<file path="src/sv/qfid_pkg.sv">
// shared types, codeword table and helpers for the format information decoder
package qfid_pkg;

    localparam int unsigned WORD_W    = 15;
    localparam int unsigned ENTRIES   = 32;
    localparam int unsigned IDX_W     = $clog2(ENTRIES);
    localparam int unsigned DIST_W    = 2;
    localparam int unsigned POP_W     = $clog2(WORD_W + 1);
    localparam logic [WORD_W-1:0] XOR_MASK = 15'h5412;
    localparam logic [POP_W-1:0]  MAX_DIST = POP_W'(3);

    typedef logic [WORD_W-1:0] fmt_word_t;

    // masked bch(15,5) codewords, index is the 5-bit decoded value
    localparam fmt_word_t CODEWORDS [ENTRIES] = '{
        15'h5412, 15'h5125, 15'h5E7C, 15'h5B4B, 15'h45F9, 15'h40CE, 15'h4F97, 15'h4AA0,
        15'h77C4, 15'h72F3, 15'h7DAA, 15'h789D, 15'h662F, 15'h6318, 15'h6C41, 15'h6976,
        15'h1689, 15'h13BE, 15'h1CE7, 15'h19D0, 15'h0762, 15'h0255, 15'h0D0C, 15'h083B,
        15'h355F, 15'h3068, 15'h3F31, 15'h3A06, 15'h24B4, 15'h2183, 15'h2EDA, 15'h2BED
    };

    // nearest codeword within the distance limit for one reading
    typedef struct packed {
        logic             hit;
        logic [IDX_W-1:0] idx;
        logic [DIST_W-1:0] distance;
    } qfid_cand_t;

    function automatic logic [POP_W-1:0] pop15(input fmt_word_t v);
        logic [POP_W-1:0] n;
        n = '0;
        for (int b = 0; b < WORD_W; b++)
        begin
            n = n + POP_W'(v[b]);
        end
        return n;
    endfunction

endpackage

</file>
<file path="src/sv/qfid_match.sv">
// finds the one codeword within distance 3 of a single reading, if any
module qfid_match
    import qfid_pkg::*;
(
    input  fmt_word_t  reading,
    output qfid_cand_t cand
);

    logic [ENTRIES-1:0] near;
    logic [POP_W-1:0]   distance [ENTRIES];

    // codewords are at least 7 apart, so at most one entry can be near
    always_comb
    begin
        for (int i = 0; i < ENTRIES; i++)
        begin
            distance[i] = pop15(reading ^ CODEWORDS[i]);
            near[i]     = (distance[i] <= MAX_DIST);
        end
    end

    always_comb
    begin
        cand.hit      = |near;
        cand.idx      = '0;
        cand.distance = '0;
        for (int i = 0; i < ENTRIES; i++)
        begin
            cand.idx      = cand.idx      | (near[i] ? IDX_W'(i) : '0);
            cand.distance = cand.distance | (near[i] ? distance[i][DIST_W-1:0] : '0);
        end
    end

endmodule

</file>
<file path="src/sv/qfid_search.sv">
// one search pass over both readings, least distance wins, ties to the lower index
module qfid_search
    import qfid_pkg::*;
(
    input  fmt_word_t  reading_a,
    input  fmt_word_t  reading_b,
    output qfid_cand_t best
);

    qfid_cand_t cand_a;
    qfid_cand_t cand_b;
    logic       take_a;

    qfid_match u_match_a
    (
        .reading (reading_a),
        .cand    (cand_a)
    );

    qfid_match u_match_b
    (
        .reading (reading_b),
        .cand    (cand_b)
    );

    always_comb
    begin
        take_a = cand_a.hit &&
                 (!cand_b.hit || (cand_a.distance < cand_b.distance) ||
                  ((cand_a.distance == cand_b.distance) && (cand_a.idx <= cand_b.idx)));
        best   = take_a ? cand_a : cand_b;
    end

endmodule

</file>
<file path="src/sv/qr_format_info_decoder_unit.sv">
// top level of the qr format information decoder
// the accepted input word is held in the input register, then its result word is registered in the result register
// throughput: one word per cycle; the input register and the result register
// form a two stage pipeline that only stalls when out_ready is low
// reset: rst_n asynchronous active low clears both stage valid flags, data
// registers are not reset
module qr_format_info_decoder_unit
    import qfid_pkg::*;
(
    input  logic                clk,
    input  logic                rst_n,
    input  logic                in_valid,
    output logic                in_ready,
    input  logic [WORD_W-1:0]   reading_first,
    input  logic [WORD_W-1:0]   reading_second,
    output logic                out_valid,
    input  logic                out_ready,
    output logic                found,
    output logic [1:0]          level_code,
    output logic [2:0]          mask_pattern
);

    logic       s1_valid_reg;
    fmt_word_t  reading_first_reg;
    fmt_word_t  reading_second_reg;
    logic       s2_valid_reg;
    logic       found_reg;
    logic [1:0] level_code_reg;
    logic [2:0] mask_pattern_reg;

    logic       s2_load;
    qfid_cand_t pass0;
    qfid_cand_t pass1;
    qfid_cand_t pick;
    logic       found_next;
    logic [1:0] level_code_next;
    logic [2:0] mask_pattern_next;

    assign s2_load  = !s2_valid_reg || out_ready;
    assign in_ready = !s1_valid_reg || s2_load;

    qfid_search u_pass0
    (
        .reading_a (reading_first_reg),
        .reading_b (reading_second_reg),
        .best      (pass0)
    );

    // second pass on the unmasked readings
    qfid_search u_pass1
    (
        .reading_a (reading_first_reg ^ XOR_MASK),
        .reading_b (reading_second_reg ^ XOR_MASK),
        .best      (pass1)
    );

    always_comb
    begin
        pick              = pass0.hit ? pass0 : pass1;
        found_next        = pick.hit;
        level_code_next   = pick.hit ? pick.idx[IDX_W-1:3] : 2'b00;
        mask_pattern_next = pick.hit ? pick.idx[2:0] : 3'b000;
    end

    always_ff @(posedge clk or negedge rst_n)
    begin
        if (!rst_n)
        begin
            s1_valid_reg <= 1'b0;
            s2_valid_reg <= 1'b0;
        end
        else
        begin
            if (in_ready)
            begin
                s1_valid_reg <= in_valid;
            end
            if (s2_load)
            begin
                s2_valid_reg <= s1_valid_reg;
            end
        end
    end

    always_ff @(posedge clk)
    begin
        if (in_ready && in_valid)
        begin
            reading_first_reg  <= reading_first;
            reading_second_reg <= reading_second;
        end
        if (s2_load && s1_valid_reg)
        begin
            found_reg        <= found_next;
            level_code_reg   <= level_code_next;
            mask_pattern_reg <= mask_pattern_next;
        end
    end

    assign out_valid    = s2_valid_reg;
    assign found        = found_reg;
    assign level_code   = level_code_reg;
    assign mask_pattern = mask_pattern_reg;

    // a miss always reports zero fields
    assert property (@(posedge clk) disable iff (!rst_n)
        (out_valid && !found) |-> (level_code == 2'b00 && mask_pattern == 3'b000))
        else $error("miss word carries nonzero fields");

    // a held input stage keeps its word while the result stage is blocked
    assert property (@(posedge clk) disable iff (!rst_n)
        (s1_valid_reg && !s2_load) |=>
            (s1_valid_reg && $stable(reading_first_reg) && $stable(reading_second_reg)))
        else $error("input stage lost its word during a stall");

    // the second pass only decides when the first one misses
    assert property (@(posedge clk) disable iff (!rst_n)
        (s1_valid_reg && s2_load && pass0.hit) |=>
            (found_reg && level_code_reg == $past(pass0.idx[IDX_W-1:3])
             && mask_pattern_reg == $past(pass0.idx[2:0])))
        else $error("first pass hit not taken");

endmodule
</file>
<file path="config.mk">
export PLATFORM = sky130hd
export DESIGN_NAME = qr_format_info_decoder_unit
export DESIGN_NICKNAME = d
export VERILOG_FILES = /design/src/sv/qfid_pkg.sv /design/src/sv/qfid_match.sv /design/src/sv/qfid_search.sv /design/src/sv/qr_format_info_decoder_unit.sv
export SDC_FILE = /design/constraint.sdc
export NUM_CORES = 1
export LEC_CHECK = 0
export ABC_AREA = 0
export BUFFER_PORTS_ARGS = -buffer_cell sky130_fd_sc_hd__buf_4
export CORE_ASPECT_RATIO = 0.6
export CORE_UTILIZATION = 50
export DETAILED_ROUTE_END_ITERATION = 10
export PLACE_DENSITY = 0.65
export SYNTH_ARGS = -nofsm -noshare
export SYNTH_HDL_FRONTEND = slang
export SYNTH_SLANG_ARGS = --single-unit
export TNS_END_PERCENT = 20
</file>
<file path="constraint.sdc">
create_clock -name clk -period 12.7 [get_ports clk]
set_input_delay 2.54 -clock clk [delete_from_list [all_inputs] [get_ports clk]]
set_output_delay 2.54 -clock clk [all_outputs]
set_load 0.01 [all_outputs]
</file>
==> results.txt <==
synthesized flop and latch total: 38
first-pass GRT wire length: 194000 um
Slew HR: 22.1%
worst min path class: reg2reg
r2r endpoint: level_code[1]
io pins: 42
RSZ-0062 raised after global routing: no
Synth area leaders: fa_1 (59%), ha_1 (12%), inv_1 (10%), edfxtp_1 (2.7%), nand2b_1 (1.3%)
standard-cell rows: 80
DRC: 0
kind of critical path: reg2reg
clk sink count: 38
Starting DRT DRC Count: 3000
Max Transition Viols Final: 0
Placed Instances: 4945
hold_buf cts: 0
final setup violation count: 0
clk_lat worst skew: 320 ps
HPWL after DPL: 102000 um
Psw: 5.62 mW
Max Freq: 109 MHz
CTS buffer count: 5
Final min period: 9140 ps
H-Tree Depth: 2
vias per cell: 5.69
GRT Util Overall: 32.4%
Setup Fix Bufs, Post-CTS: 0
Final TNS setup: 0 ps
sequential share of power: 1.6%
Nets: 5505
grt met1 use: 51.9%
Die Ht: 223 um
n_diodes: 0
VDD IR-drop max: 0.138 mV
hold wc startpoint: s1_valid_reg
vias in the first global route: 29.7k
hold path cells: 1
Sw Share: 58.2%
status: completed
Comb power frac: 96.5%
arrival time at the worst endpoint: 9210 ps
crit path max fanout: 15
max-cap violation count: 0
Worst R2R Start: reading_first_reg[1]
Post-Route Skew: 27.4 ps
Netlist cell types: 87
Reg2Reg Depth: 25
Req. time, crit path: 12760 ps
Yosys top cell by area: fa_1
TritonCTS clock tree: done
Avg WL per Cell: 25.5 um
layout cells sized above 1: 5.02%
final period utilization: 72.0%
most common library cells after synthesis: fa_1 (1193), inv_1 (1090), ha_1 (392), nor2_1 (121), nand2b_1 (86)
yosys synthesis warning count: 0
post-route ant nets: 0
number of buffers added on ports: 41
P&R area growth vs syn: 6.06%
Post-Synthesis Cells: 3756
CP endpoint kind: flop
initial antenna violation count: 1
grt peak-use layer: met1
Non-Filler Instances: 4953
Post-Syn Nets: 5375
sequential area share after synthesis: 2.78%
Die X: 370 um
GP Congestion: 1.01
Die ar.: 82700 um2
asr flop ratio synth: 5.26%
PD cells: 223 nW/um2
mapped cell area: 40700 um2
CP startpoint kind: flop
most common cell in the netlist: fa_1
reg2reg setup slack: 3560 ps
Synth Flop Type: edfxtp_1
first-pass detailed-route iteration total: 6
Reg clk slew, reported paths: 90 ps
Hold Path End: out_valid
Pleak: 20.8 nW
Root Buffer: clkbuf_16
Clock power frac: 1.9%
aggregate global routing overflow: 0
pin count of the biggest net entering global routing: 31
Initial Util: 50.9%
Yosys top cell area share: 58.6%
CTS Buffer Depth: 2
Pint: 4.03 mW
grt met3 use: 15.9%
grt met2 use: 39.2%
number of synthesized flops with an enable pin: 36
Tightest Pin Transition: 1160 ps
Fin. Hold Viols: 0
Avg Cell Area, Syn: 10.8 um2
routed via count: 28.2k
WL final: 126000 um
Core Region: 80100 um2
CTS-repair resized insts: 0
==> worst max-delay path: stages, from the launching register on <==
cell	delay [ps]
edfxtp_1	320
buf_4	290
clkinv_2	490
buf_4	450
buf_4	310
fa_1	820
fa_1	510
fa_1	490
fa_1	500
inv_1	50
fa_1	400
fa_1	390
nor3b_1	150
a21oi_1	410
o22ai_1	160
or4_1	420
nor4_1	580
o2111ai_1	240
a211o_1	320
ha_1	310
nor2b_1	140
o22ai_1	80
a21oi_1	230
a21bo_2	250
mux2i_1	460
o31ai_1	140
==> area by class of cell <==
class	count	area [um2]
multi-input combinational	2622	35500
fill	7038	36900
sequential	38	1130
clock inverter	3	68.8
timing repair buffer	124	931
clock buffer	5	125
tap	1066	1330
inverter	1095	4130
==> cell families (layout without fill, tap and decap cells) <==
logic type | count (synthesis) | in the layout | share of synthesized area, %
adder cells (fa/ha/maj) | 1585 | 1585 | 70.7
AND/OR/NAND/NOR | 614 | 614 | 8.78
XOR/XNOR | 64 | 64 | 1.45
multiplexers | 13 | 13 | 0.329
flip-flops | 38 | 38 | 2.78
AO/OA/AOI/OAI | 346 | 346 | 5.88
buffers and inverters | 1096 | 1227 | 10.1
==> cell usage in the layout, fill, tap and decap left out, types with 28 or more instances in the layout <==
master	instances
xnor2_1	28
a22oi_1	30
nor2_1	121
nor3_1	38
a21oi_1	77
nand2_1	75
nor3b_1	40
buf_4	124
edfxtp_1	36
nor4b_1	57
xor2_1	34
ha_1	392
o22ai_1	63
inv_1	1060
nand2b_1	86
fa_1	1193
nand3_1	47
==> layer usage <==
metal	routed length, um	part of all wire, %
met5	0	0
met4	2030	1.6
met3	22300	18
met2	45200	36
met1	56600	45
==> how the worst max path moves through the flow <==
| stage | to | startpoint | slack (ps) |
|---|---|---|---|
| 2_1_floorplan | level_code[0] | reading_second_reg[1] | 3790 |
| 3_5_place_dp | level_code[1] | reading_first_reg[1] | 3870 |
| 5_1_grt | mask_pattern[1] | reading_first_reg[0] | 3210 |
| 6_report | level_code[1] | reading_first_reg[1] | 3560 |
| 3_3_place_gp | level_code[1] | reading_first_reg[1] | 4000 |
| 4_1_cts | level_code[1] | reading_first_reg[1] | 3880 |
==> stage by stage <==
stage / worst slack [ps] / utilization (%) / instance area, um2 / hold slack [ps] / power (mW)
global route: 3210 / 54.0 / 43200 / 527 / 10.7
CTS: 3880 / 54.0 / 43200 / 496 / 9.39
detailed placement: 3870 / 53.7 / 43000 / 491 / 9.10
floorplan: 3790 / - / 40700 / 449 / 6.41
finish: 3560 / 54.0 / 43200 / 499 / 9.65
global placement: 4000 / 53.7 / 43000 / 470 / 9.00
==> power groups by stage <==
stage	Clock, mW	Sequential (mW)	Combinational, mW
after floorplan	0	0.196	6.21
after global placement	0	0.155	8.84
after detailed placement	0	0.155	8.94
after CTS	0.186	0.152	9.05
after global routing	0.187	0.153	10.4
final	0.183	0.152	9.31
No activity file was read; power rests on OpenSTA's default activity.
